$ cat src/rtl/core/hjcc_pkg.sv
// Constants, types and jamo classification shared by the jamo cluster composer.
package hjcc_pkg;

  localparam int MAX_JAMOS    = 4;
  localparam int CLUSTER_BITS = 16;
  localparam int CNT_W        = $clog2(MAX_JAMOS + 1);
  localparam int IDX_W        = $clog2(MAX_JAMOS);

  localparam logic [15:0] SYL_BASE   = 16'hAC00;
  localparam logic [20:0] SYL_FIRST  = 21'h00AC00;
  localparam logic [20:0] SYL_END    = 21'h00D7A4;
  localparam logic [12:0] JAMO_BLOCK = 13'h0011;
  localparam logic [7:0]  JAMO_HI    = 8'h11;

  // Low bytes of the jamo ranges (high byte is always 0x11)
  localparam logic [7:0] LEAD_END_B    = 8'h5F;
  localparam logic [7:0] VOWEL_START_B = 8'h60;
  localparam logic [7:0] VOWEL_END_B   = 8'hA2;
  localparam logic [7:0] TRAIL_BASE_B  = 8'hA7;
  localparam logic [7:0] TRAIL_END_B   = 8'hF9;
  localparam logic [7:0] VOWEL_BASE_B  = 8'h61;
  localparam logic [7:0] LEAD_LAST_B   = 8'h12;  // lead index 18
  localparam logic [7:0] VOWEL_LAST_B  = 8'h75;  // vowel index 20
  localparam logic [7:0] TRAIL_LAST_B  = 8'hC2;  // trail index 27

  localparam logic [4:0] VOWEL_COUNT = 5'd21;
  localparam logic [4:0] TRAIL_COUNT = 5'd28;

  typedef enum logic [1:0] {
    CLS_LEAD  = 2'd0,
    CLS_VOWEL = 2'd1,
    CLS_TRAIL = 2'd2,
    CLS_OTHER = 2'd3
  } jamo_cls_t;

  typedef enum logic [1:0] {
    AFTER_END  = 2'd0,
    AFTER_PRE  = 2'd1,
    AFTER_JAMO = 2'd2
  } after_t;

  function automatic jamo_cls_t classify(input logic [7:0] b);
    jamo_cls_t c;
    if (b < LEAD_END_B) begin
      c = CLS_LEAD;
    end else if (b >= VOWEL_START_B && b < VOWEL_END_B) begin
      c = CLS_VOWEL;
    end else if (b >= TRAIL_BASE_B && b < TRAIL_END_B) begin
      c = CLS_TRAIL;
    end else begin
      c = CLS_OTHER;
    end
    return c;
  endfunction

endpackage

$ cat src/rtl/core/hangul_jamo_cluster_composer.sv
// Hangul jamo cluster composer: buffers conjoining jamos and emits glyph codes per cluster.
//
// Code points enter one per transaction; each result carries a glyph code, the cluster
// number it belongs to and a flag on the last result of its input. A jamo that does not
// close a cluster, and an unknown character, is taken directly in the idle state. An
// input that closes a cluster of N buffered jamos is accepted, then the buffer is scanned
// through its single read port and a decision state follows; a composed syllable then
// passes states MUL1 and MUL2 on the shared multiply-add unit and is emitted once, while
// raw jamos are emitted one result per jamo; a precomposed syllable adds its own emit.
// Emits stall while the output register is held. No clearing pass is needed after reset.
module hangul_jamo_cluster_composer (
  input  logic        clk,
  input  logic        rst_n,
  input  logic        in_valid,
  output logic        in_ready,
  input  logic        in_kind,
  input  logic [20:0] in_code_point,
  output logic        out_valid,
  input  logic        out_ready,
  output logic [15:0] out_glyph_code,
  output logic [15:0] out_cluster_number,
  output logic        out_last_of_run
);
  import hjcc_pkg::*;

  typedef enum logic [2:0] {
    S_IDLE,
    S_SCAN,
    S_DECIDE,
    S_MUL1,
    S_MUL2,
    S_EMIT_SYL,
    S_EMIT_RAW,
    S_EMIT_PRE
  } state_t;

  state_t                  state_r, state_nxt;
  logic [7:0]              jbuf_r [MAX_JAMOS];
  logic [CNT_W-1:0]        count_r, count_nxt;
  logic [CLUSTER_BITS-1:0] counter_r, counter_nxt;
  logic [IDX_W-1:0]        idx_r, idx_nxt;
  jamo_cls_t               prev_cls_r, prev_cls_nxt;
  jamo_cls_t               in_cls_r, in_cls_nxt;
  jamo_cls_t               phase_r, phase_nxt;
  after_t                  after_r, after_nxt;
  logic [15:0]             cp_r, cp_nxt;
  logic [1:0]              nl_r, nl_nxt, nv_r, nv_nxt, nt_r, nt_nxt;
  logic [7:0]              l_b_r, l_b_nxt, v_b_r, v_b_nxt, t_b_r, t_b_nxt;
  logic [13:0]             acc_r, acc_nxt;
  logic                    out_valid_r, out_valid_nxt;
  logic [15:0]             glyph_r, glyph_nxt;
  logic [15:0]             clnum_r, clnum_nxt;
  logic                    last_r, last_nxt;

  logic                    buf_we;
  logic [IDX_W-1:0]        buf_wa;
  logic [7:0]              buf_wd;
  logic [7:0]              rd_byte;
  logic [7:0]              cls_byte;
  jamo_cls_t               cls;
  logic                    slot_free;
  logic                    accept;
  logic                    is_syl, is_jamo, boundary;
  logic                    last_idx;
  logic                    composable;
  logic [4:0]              vi, ti;
  logic [13:0]             mac_a;
  logic [4:0]              mac_k, mac_add;
  logic [13:0]             mac_y;

  assign in_ready  = (state_r == S_IDLE);
  assign accept    = in_valid && in_ready;
  assign slot_free = !out_valid_r || out_ready;

  assign rd_byte  = jbuf_r[idx_r];
  assign cls_byte = (state_r == S_IDLE) ? in_code_point[7:0] : rd_byte;
  assign cls      = classify(cls_byte);

  assign is_syl  = (in_code_point >= SYL_FIRST) && (in_code_point < SYL_END);
  assign is_jamo = (in_code_point[20:8] == JAMO_BLOCK);
  assign boundary = ((prev_cls_r == CLS_TRAIL) && (cls == CLS_LEAD)) ||
                    ((prev_cls_r == CLS_VOWEL) && (cls == CLS_LEAD)) ||
                    ((prev_cls_r == CLS_TRAIL) && (cls == CLS_VOWEL));

  assign last_idx = ((CNT_W'(idx_r) + CNT_W'(1)) == count_r);

  assign vi = 5'(v_b_r - VOWEL_BASE_B);
  assign ti = (nt_r == 2'd0) ? 5'd0 : 5'(t_b_r - TRAIL_BASE_B);
  assign composable = (nl_r == 2'd1) && (nv_r == 2'd1) && (nt_r <= 2'd1) &&
                      (l_b_r <= LEAD_LAST_B) &&
                      (v_b_r >= VOWEL_BASE_B) && (v_b_r <= VOWEL_LAST_B) &&
                      ((nt_r == 2'd0) ||
                       ((t_b_r >= TRAIL_BASE_B) && (t_b_r <= TRAIL_LAST_B)));

  // Shared multiply-add: lead*21+vowel, then that*28+trail
  always_comb begin
    if (state_r == S_MUL1) begin
      mac_a   = 14'(l_b_r[4:0]);
      mac_k   = VOWEL_COUNT;
      mac_add = vi;
    end else begin
      mac_a   = acc_r;
      mac_k   = TRAIL_COUNT;
      mac_add = ti;
    end
    mac_y = 14'(mac_a * mac_k) + 14'(mac_add);
  end

  always_comb begin
    state_nxt     = state_r;
    count_nxt     = count_r;
    counter_nxt   = counter_r;
    idx_nxt       = idx_r;
    prev_cls_nxt  = prev_cls_r;
    in_cls_nxt    = in_cls_r;
    phase_nxt     = phase_r;
    after_nxt     = after_r;
    cp_nxt        = cp_r;
    nl_nxt        = nl_r;
    nv_nxt        = nv_r;
    nt_nxt        = nt_r;
    l_b_nxt       = l_b_r;
    v_b_nxt       = v_b_r;
    t_b_nxt       = t_b_r;
    acc_nxt       = acc_r;
    out_valid_nxt = out_valid_r && !out_ready;
    glyph_nxt     = glyph_r;
    clnum_nxt     = clnum_r;
    last_nxt      = last_r;
    buf_we        = 1'b0;
    buf_wa        = IDX_W'(count_r);
    buf_wd        = cp_r[7:0];

    case (state_r)
      S_IDLE: begin
        idx_nxt   = '0;
        phase_nxt = CLS_LEAD;
        nl_nxt    = 2'd0;
        nv_nxt    = 2'd0;
        nt_nxt    = 2'd0;
        if (accept) begin
          cp_nxt     = in_code_point[15:0];
          in_cls_nxt = cls;
          if (in_kind) begin
            after_nxt = AFTER_END;
            if (count_r != '0) begin
              state_nxt = S_SCAN;
            end else begin
              counter_nxt = '0;
            end
          end else if (is_syl) begin
            after_nxt = AFTER_PRE;
            state_nxt = (count_r != '0) ? S_SCAN : S_EMIT_PRE;
          end else if (is_jamo) begin
            after_nxt = AFTER_JAMO;
            if (count_r != '0 && (boundary || count_r == CNT_W'(MAX_JAMOS))) begin
              state_nxt = S_SCAN;
            end else begin
              // Buffer the jamo directly
              buf_we       = 1'b1;
              buf_wa       = IDX_W'(count_r);
              buf_wd       = in_code_point[7:0];
              count_nxt    = count_r + CNT_W'(1);
              prev_cls_nxt = cls;
            end
          end
        end
      end

      S_SCAN: begin
        if (idx_r == IDX_W'(0)) l_b_nxt = rd_byte;
        if (idx_r == IDX_W'(1)) v_b_nxt = rd_byte;
        if (idx_r == IDX_W'(2)) t_b_nxt = rd_byte;
        if (phase_r == CLS_LEAD && cls == CLS_LEAD) begin
          nl_nxt = (nl_r == 2'd2) ? nl_r : nl_r + 2'd1;
        end else if (phase_r <= CLS_VOWEL && cls == CLS_VOWEL) begin
          nv_nxt    = (nv_r == 2'd2) ? nv_r : nv_r + 2'd1;
          phase_nxt = CLS_VOWEL;
        end else if (phase_r <= CLS_TRAIL && cls == CLS_TRAIL) begin
          nt_nxt    = (nt_r == 2'd2) ? nt_r : nt_r + 2'd1;
          phase_nxt = CLS_TRAIL;
        end else begin
          phase_nxt = CLS_OTHER;
        end
        if (last_idx) begin
          state_nxt = S_DECIDE;
          idx_nxt   = '0;
        end else begin
          idx_nxt = idx_r + IDX_W'(1);
        end
      end

      S_DECIDE: begin
        state_nxt = composable ? S_MUL1 : S_EMIT_RAW;
      end

      S_MUL1: begin
        acc_nxt   = mac_y;
        state_nxt = S_MUL2;
      end

      S_MUL2: begin
        acc_nxt   = mac_y;
        state_nxt = S_EMIT_SYL;
      end

      S_EMIT_SYL, S_EMIT_RAW: begin
        if (slot_free) begin
          out_valid_nxt = 1'b1;
          clnum_nxt     = 16'(counter_r);
          if (state_r == S_EMIT_SYL) begin
            glyph_nxt = SYL_BASE + 16'(acc_r);
          end else begin
            glyph_nxt = {JAMO_HI, rd_byte};
          end
          if (state_r == S_EMIT_SYL || last_idx) begin
            // Close the cluster and finish the item's own action
            last_nxt  = (after_r != AFTER_PRE);
            count_nxt = '0;
            idx_nxt   = '0;
            state_nxt = S_IDLE;
            case (after_r)
              AFTER_END: begin
                counter_nxt = '0;
              end
              AFTER_PRE: begin
                counter_nxt = counter_r + CLUSTER_BITS'(1);
                state_nxt   = S_EMIT_PRE;
              end
              AFTER_JAMO: begin
                counter_nxt  = counter_r + CLUSTER_BITS'(1);
                buf_we       = 1'b1;
                buf_wa       = '0;
                buf_wd       = cp_r[7:0];
                count_nxt    = CNT_W'(1);
                prev_cls_nxt = in_cls_r;
              end
              default: begin
                counter_nxt = counter_r + CLUSTER_BITS'(1);
              end
            endcase
          end else begin
            last_nxt = 1'b0;
            idx_nxt  = idx_r + IDX_W'(1);
          end
        end
      end

      S_EMIT_PRE: begin
        if (slot_free) begin
          out_valid_nxt = 1'b1;
          glyph_nxt     = cp_r;
          clnum_nxt     = 16'(counter_r);
          last_nxt      = 1'b1;
          counter_nxt   = counter_r + CLUSTER_BITS'(1);
          state_nxt     = S_IDLE;
        end
      end

      default: begin
        state_nxt = S_IDLE;
      end
    endcase
  end

  always_ff @(posedge clk) begin
    if (!rst_n) begin
      state_r     <= S_IDLE;
      count_r     <= '0;
      counter_r   <= '0;
      idx_r       <= '0;
      out_valid_r <= 1'b0;
    end else begin
      state_r     <= state_nxt;
      count_r     <= count_nxt;
      counter_r   <= counter_nxt;
      idx_r       <= idx_nxt;
      out_valid_r <= out_valid_nxt;
    end
    prev_cls_r <= prev_cls_nxt;
    in_cls_r   <= in_cls_nxt;
    phase_r    <= phase_nxt;
    after_r    <= after_nxt;
    cp_r       <= cp_nxt;
    nl_r       <= nl_nxt;
    nv_r       <= nv_nxt;
    nt_r       <= nt_nxt;
    l_b_r      <= l_b_nxt;
    v_b_r      <= v_b_nxt;
    t_b_r      <= t_b_nxt;
    acc_r      <= acc_nxt;
    glyph_r    <= glyph_nxt;
    clnum_r    <= clnum_nxt;
    last_r     <= last_nxt;
    if (buf_we) begin
      jbuf_r[buf_wa] <= buf_wd;
    end
  end

  assign out_valid          = out_valid_r;
  assign out_glyph_code     = glyph_r;
  assign out_cluster_number = clnum_r;
  assign out_last_of_run    = last_r;

  a_count_range: assert property (@(posedge clk) disable iff (!rst_n)
    count_r <= CNT_W'(MAX_JAMOS))
    else $error("jamo count exceeds buffer depth");

  a_glyph_kind: assert property (@(posedge clk) disable iff (!rst_n)
    out_valid_r |-> (glyph_r[15:8] == JAMO_HI) ||
                    ((glyph_r >= SYL_BASE) && (glyph_r <= 16'hD7A3)))
    else $error("glyph is neither a jamo nor a syllable");

  a_end_resets_counter: assert property (@(posedge clk) disable iff (!rst_n)
    (accept && in_kind && count_r == '0) |=> (counter_r == '0))
    else $error("end of text did not restart cluster numbering");

  a_busy_no_emit_idle: assert property (@(posedge clk) disable iff (!rst_n)
    (state_r == S_SCAN) |-> (count_r != '0))
    else $error("scan started on an empty buffer");

endmodule

$ cat config.mk
export PLATFORM = sky130hd
export DESIGN_NAME = hangul_jamo_cluster_composer
export DESIGN_NICKNAME = d
export VERILOG_FILES = /design/src/rtl/core/hjcc_pkg.sv /design/src/rtl/core/hangul_jamo_cluster_composer.sv
export SDC_FILE = /design/constraint.sdc
export NUM_CORES = 1
export LEC_CHECK = 0
export ABC_AREA = 1
export BUFFER_PORTS_ARGS = -buffer_cell sky130_fd_sc_hd__buf_2
export CAP_MARGIN = 25
export CORE_MARGIN = 4
export CORE_UTILIZATION = 55
export CTS_CLUSTER_DIAMETER = 100
export DETAILED_ROUTE_END_ITERATION = 6
export PLACE_DENSITY = 0.75
export RECOVER_POWER = 50
export SLEW_MARGIN = 40
export SYNTH_ARGS = -nofsm -noshare
export SYNTH_HDL_FRONTEND = slang
export SYNTH_SLANG_ARGS = --single-unit
$ cat constraint.sdc
create_clock -name clk -period 4.49 [get_ports clk]
set_input_delay 0.2245 -clock clk [delete_from_list [all_inputs] [get_ports clk]]
set_output_delay 0.2245 -clock clk [all_outputs]
set_load 0.01 [all_outputs]
# Word-level counts from Yosys, hierarchy flattened
# Memories as Yosys holds them, arrays and structs flattened. A register that Yosys moved wholly into a read port is not among the register bits.
# Index checks and enable logic that the tools add are counted.
[word_totals]
ff_bits = 126
ram_bits = 32
input_bits = 26
output_inout_bits = 35
elab_cells = 259
memories = 1
[mem_list]
columns = ["memory", "depth", "width", "read_ports", "rd_ports_with_merged_regs", "write_ports", "line_no", "text"]
rows = [
  ["jbuf_r", 4, 8, 1, 1, 1, "hangul_jamo_cluster_composer.sv:38", "logic [7:0] jbuf_r [MAX_JAMOS];"],
]
[classes]
n_addsub = 11
n_mul = 1
order_cmp = 15
eq_ne = 47
mux = 103
n_reduce_logical = 60
[ops]
columns = ["op", "count"]
rows = [
  ["16-bit two-way mux", 10],
  ["2-bit two-way mux", 31],
  ["3-bit two-way mux", 20],
  ["8-bit two-way mux", 7],
  ["16-bit case mux with 3 select lines", 1],
  ["2-bit != test, second input constant", 16],
  ["16-bit case mux with 2 select lines", 1],
  ["21-bit by 16-bit greater-or-equal comparator with 1-bit output, second input constant", 1],
  ["21-bit by 16-bit less-than comparator with 1-bit output, second input constant", 1],
  ["3-bit case mux with 7 select lines", 1],
  ["2-bit case mux with 2 select lines", 5],
  ["1-bit logical AND", 19],
  ["1-bit two-way mux", 19],
  ["16-bit by 1-bit adder with 16-bit output, second input constant", 1],
  ["16-bit by 14-bit adder with 16-bit output, first input constant", 1],
  ["8-bit by 7-bit greater-or-equal comparator with 1-bit output, second input constant", 2],
  ["8-bit greater-or-equal comparator, second input constant", 2],
  ["8-bit less-than comparator, second input constant", 2],
  ["8-bit AND reduction", 2],
  ["3-bit equality test, second input constant", 5],
  ["14-bit by 5-bit adder with 14-bit output", 1],
  ["2-bit equality test, second input constant", 7],
  ["14-bit by 5-bit multiplier with 14-bit output", 1],
  ["14-bit two-way mux", 1],
  ["other kinds (38)", 80],
]

# Longest topological paths before layout
[depth]
depth_word = 21
depth_mapped = 24
mapped_depth_nobuf = 24

# Worst setup path after synthesis
# Ideal clock, no wire load.
[synth_path]
path_type = "reg2reg"
startpoint = "register state_r[0]"
endpoint = "register acc_r[12], data pin"
setup_time_ps = 252
t_arrival_ps = 4252
required_ps = 4238
slack_ps = -14
path_stages_with_launch = 23
path_buffers = 0
synth_period_minus_slack_ps = 4504
path_cell_list = "dfxtp_1 -> nand2_1 -> nor2_2 -> clkinv_1 -> nand2_1 -> o21ai_0 -> fa_1 -> inv_1 -> fa_1 -> fa_1 -> inv_1 -> ha_1 -> nand3_1 -> nand3_1 -> a21oi_1 -> o21bai_1 -> a21o_1 -> a21oi_1 -> o21ai_0 -> nand2_1 -> nand2_1 -> nand2_1 -> nand2_1"
[synth_between]
elab_chain_len = 4
elab_cells_between_ends = 6
classes_between = "add/sub: 1; mul: 1; eq/ne: 1; mux: 3"
[synth_rtl]
columns = ["item", "line_no", "text"]
rows = [
  ["start: declaration", "hangul_jamo_cluster_composer.sv:37", "state_t state_r, state_nxt;"],
  ["start signal: assignment", "hangul_jamo_cluster_composer.sv:274", "state_r <= state_nxt;"],
  ["3-bit by 2-bit equality test with 1-bit output *", "hangul_jamo_cluster_composer.sv:97", "if (state_r == S_MUL1) begin"],
  ["14-bit two-way mux or 4-bit two-way mux (tied branches)", "hangul_jamo_cluster_composer.sv:97", ""],
  ["14-bit by 5-bit multiplier with 14-bit output", "hangul_jamo_cluster_composer.sv:106", "mac_y = 14'(mac_a * mac_k) + 14'(mac_add);"],
  ["14-bit by 5-bit adder with 14-bit output *", "hangul_jamo_cluster_composer.sv:106", ""],
  ["named net mac_y[12]", "hangul_jamo_cluster_composer.sv:69", "logic [13:0] mac_y;"],
  ["end signal: assignment", "hangul_jamo_cluster_composer.sv:291", "acc_r <= acc_nxt;"],
  ["end: declaration", "hangul_jamo_cluster_composer.sv:49", "logic [13:0] acc_r, acc_nxt;"],
]
# Mark *: on every way through the listed nets, which the timed path passes. The rest lies on a longest branch.
# A chain may end at the register's enable or synchronous reset.

# Worst setup path after layout
[layout_path]
startpoint = "register state_r[1]"
endpoint = "register acc_r[12], data pin"
# The elaborated chain is that of the path after synthesis.

==> flow_summary.yaml <==
global_routing:
  grt_use_total_pct: 22.1
  grt_pass1_vias: 6391
  antenna_found_initial: 0
  grt_pass1_wl_um: 31600
  overflow: 0
  grt_max_degree: 20
placement:
  dp_hpwl_um: 14600
  placed_cell_area_um2: 9520
  gp_congestion: 0.957
  portBuffers: 60
yosys:
  ys_seq_area_share_pct: 50.9
  ys_seq_elements: 160
  synthCells: 935
  yosys-mux-area-fraction_pct: 0
  syn_area_um2: 8910
  synth_xor_xnor_area_share_pct: 2.16
  synthArstFlopShare_pct: 0
  synth_compound_area_share_pct: 7.87
  synth_edf_count: 133
  synth_fa_ha_area_share_pct: 11.5
  synth_warnings: 0
  ys_types: 57
  synthFlopType: "edfxtp_1"
  synth_top_family_by_area: "simple AND/OR/NAND/NOR gates"
  syn_avg_cell_area_um2: 9.53
  synthSimpleGateAreaFrac_pct: 19.6
die:
  ioPinCount: 61
  die_w_um: 135
  start_util_pct: 56.1
  coreArea_um2: 15900
  num_rows: 46
  die_area_um2: 18300
  die_h_um: 135
drt:
  avgViaCountPerCell: 5.29
  wl_um: 19400
  wl_per_cell_um: 15.5
  drt_iter0_drc: 545
  drtAntennaViolNets: 0
  drc_errors: 0
  via_count: 6634
  drt_first_pass_iters: 5
clocking:
  clkSinkCount: 160
  cts_tree: "yes"
  htree_levels: 4
  clk_pin_slew_worst_paths_ns: 0.07
  clockBufferDepth: 2
  root_buffer: "clkbuf_16"
  insertion_delay_ns: 0.43
  postCtsSetupBuffers: 0
  numCtsBuffers: 17
worst_setup_path:
  endpoint_kind: "flop"
  critPathRequiredTime_ns: 4.67
  crit_path_start_kind: "flop"
  crit_fanout: 7
  critical_path_class: "flop to flop"
  crit_arrival_ns: 4.41
power:
  ir_drop_mv: 0.324
  power_frac_seq_pct: 35.7
  p_int_mw: 3.57
  switching_power_mw: 2.23
  p_comb_share_pct: 39.3
  leakage_nw: 4.24
  p_total_mw: 5.80
  pwr-share-clk_pct: 25.0
  p_per_area_nw_per_um2: 574
  switching_share_pct: 38.4
timing:
  fin_crit_ns: 4.23
  finalMaxSlewViolations: 0
  max-slew-margin-rel_pct: 28.1
  hold_viol_final: 0
  finalClockSkew_ns: 0.0123
  clock.fmax_ghz: 0.236
  fin_crit_sh_pct: 94.2
  worstMarginPinSlew_ns: 1.08
  final-setup-viol-count: 0
layout:
  antennaDiodeCount: 0
  nNetsFinal: 1120
  drive_gt1_share_pct: 9.34
  fin_area_um2: 10100
  syn_to_final_growth_pct: 13.4
worst_hold_path:
  holdCritPathClass: "input pin to flop"
status:
  status: "finished, final reports clean"
run:
  drv_cap: 0
[kinds of logic (layout without fill, tap and decap cells)]
kind of cell | count (synthesis) | in the layout
simple gates | 397 | 397
compound gates | 115 | 115
flops | 160 | 160
fa+ha+maj | 69 | 69
xor+xnor | 22 | 22
buf+inv | 170 | 267
other cells | 2 | 8
[worst paths after layout]
check | start | end | slack, ns | depth (start not counted)
worst min-delay path | in_code_point[12] | cp_r[12]$_DFFE_PP_ | 0.07 | 1
worst max register to register | state_r[1]$_SDFFE_PN0P_ | acc_r[12]$_DFFE_PP_ | 0.26 | 21
worst max-delay path | state_r[1]$_SDFFE_PN0P_ | acc_r[12]$_DFFE_PP_ | 0.26 | 21
worst min register to register | counter_r[14]$_SDFFE_PN0P_ | out_cluster_number[14]$_DFFE_PP_ | 0.43 | 0
[metal layers]
metal  vias up  part of all wire, %  global-route usage [%]
met5         -                    0                       0
met4         0                  2.3                    8.17
met3        31                  4.7                    3.57
met2       191                   49                    36.6
met1      3144                   44                    29.7
li1       3268                    -                       -
[sequential cells by signal, summed over array words and instances (netlist names), 3 cells and up, named ones only]
| register | flops |
|---|---|
| jbuf_r | 32 |
| out_cluster_number | 16 |
| counter_r | 16 |
| t_b_r | 8 |
| v_b_r | 8 |
| count_r | 3 |
| cp_r | 16 |
| state_r | 3 |
| out_glyph_code | 16 |
| acc_r | 14 |
| l_b_r | 8 |
[timing repair]
action,in CTS,in global routing
resized for setup,0,10
endpoints found under the hold margin,4,0
setup endpoints to repair,0,4
hold buffers,4,0
[power by group through the flow]
stage	clock, mW	combinational (mW)	sequential (mW)
6_report	1.45	2.28	2.07
3_5_place_dp	0	2.17	2.10
2_1_floorplan	0	1.66	2.08
5_1_grt	1.53	2.56	2.10
4_1_cts	1.47	2.22	2.07
3_3_place_gp	0	2.11	2.09
[placed cells by master, fill, tap and decap left out, types with 3 or more instances in the layout]
cell type	instances
a211oi_1	7
nor3_1	13
inv_4	3
nand3_1	48
nand2_2	4
buf_2	10
o22ai_1	3
conb_1	8
inv_8	3
clkbuf_1	58
edfxtp_1	133
nand2_1	196
fa_1	22
inv_6	6
inv_1	145
buf_4	8
xor2_1	16
clkbuf_16	19
dlygate4sd3_1	4
dfxtp_1	26
nand4_1	10
o2111ai_1	3
nor2_1	101
a21oi_1	41
o21ai_0	33
nor2_2	3
nor4_1	4
ha_1	45
o21ai_2	10
o21ai_1	3
xnor2_1	6
inv_2	6
[through the flow]
stage / TNS (ns) / util [%] / cells / setup WS, ns / hold WS, ns
floorplan: 0 / - / 941 / 0.0585 / 0.323
global placement: 0 / 59.9 / 1218 / 0.235 / 0.416
detailed placement: 0 / 59.9 / 1218 / 0.0400 / 0.417
CTS: 0 / 64.0 / 1254 / 0.0223 / 0.00115
global route: -0.0100 / 63.6 / 1254 / -0.0100 / 0.0661
finish: 0 / 63.6 / 1254 / 0.258 / 0.0676
[final cells by class]
| class | instances | area [µm²] |
|---|---|---|
| multi-input cells | 611 | 3730 |
| repair buffers | 80 | 368 |
| clock inverters | 13 | 129 |
| clock buffers | 19 | 475 |
| fillers | 1362 | 5790 |
| flip-flops and latches | 160 | 4540 |
| inverters | 155 | 589 |
| well taps | 216 | 270 |
[synth_stat cells (2+ instances only)]
| cell | n | area share, % |
|---|---|---|
| xor2_1 | 16 | 1.6 |
| nor2_4 | 2 | 0.25 |
| nand3_1 | 48 | 2.7 |
| nor2_2 | 4 | 0.28 |
| a21oi_1 | 43 | 2.4 |
| edfxtp_1 | 133 | 45 |
| buf_6 | 3 | 0.38 |
| o21ai_2 | 10 | 0.98 |
| nand2_2 | 4 | 0.28 |
| buf_4 | 3 | 0.25 |
| a211oi_1 | 7 | 0.59 |
| nand2_1 | 195 | 8.2 |
| or2_2 | 2 | 0.14 |
| clkbuf_1 | 5 | 0.21 |
| ha_1 | 47 | 6.6 |
| nand3_2 | 2 | 0.22 |
| inv_2 | 7 | 0.30 |
| conb_1 | 2 | 0.084 |
| o22ai_1 | 3 | 0.21 |
| xnor2_1 | 6 | 0.59 |
| o21bai_1 | 2 | 0.17 |
| dfxtp_1 | 27 | 6.1 |
| nor2_1 | 100 | 4.2 |
| inv_1 | 144 | 6.1 |
| fa_1 | 22 | 4.9 |
| nand4_1 | 10 | 0.70 |
| buf_2 | 3 | 0.17 |
| nand2_4 | 2 | 0.25 |
| o21ai_0 | 35 | 2.0 |
| nor4_1 | 4 | 0.28 |
| nor3_1 | 14 | 0.79 |
| nor3b_1 | 2 | 0.17 |
| clkinv_1 | 2 | 0.084 |
| o2111ai_1 | 3 | 0.30 |
[worst max-delay path, cell delays in order, from the launching register on]
cell and delay (ns):
dfxtp_1 0.33, nand2_1 0.10, nor2_4 0.12, buf_4 0.15
nand2_1 0.07, o21ai_1 0.14, inv_1 0.08, fa_1 0.47
fa_1 0.52, fa_1 0.55, inv_1 0.06, ha_4 0.29
nand3_1 0.08, nand3_1 0.13, a21oi_1 0.08, o21bai_1 0.21
a21o_1 0.16, a21oi_2 0.06, o21ai_0 0.15, nand2_1 0.10
nand3_1 0.09, nand2_1 0.05
No activity file was read; power rests on OpenSTA's default activity.
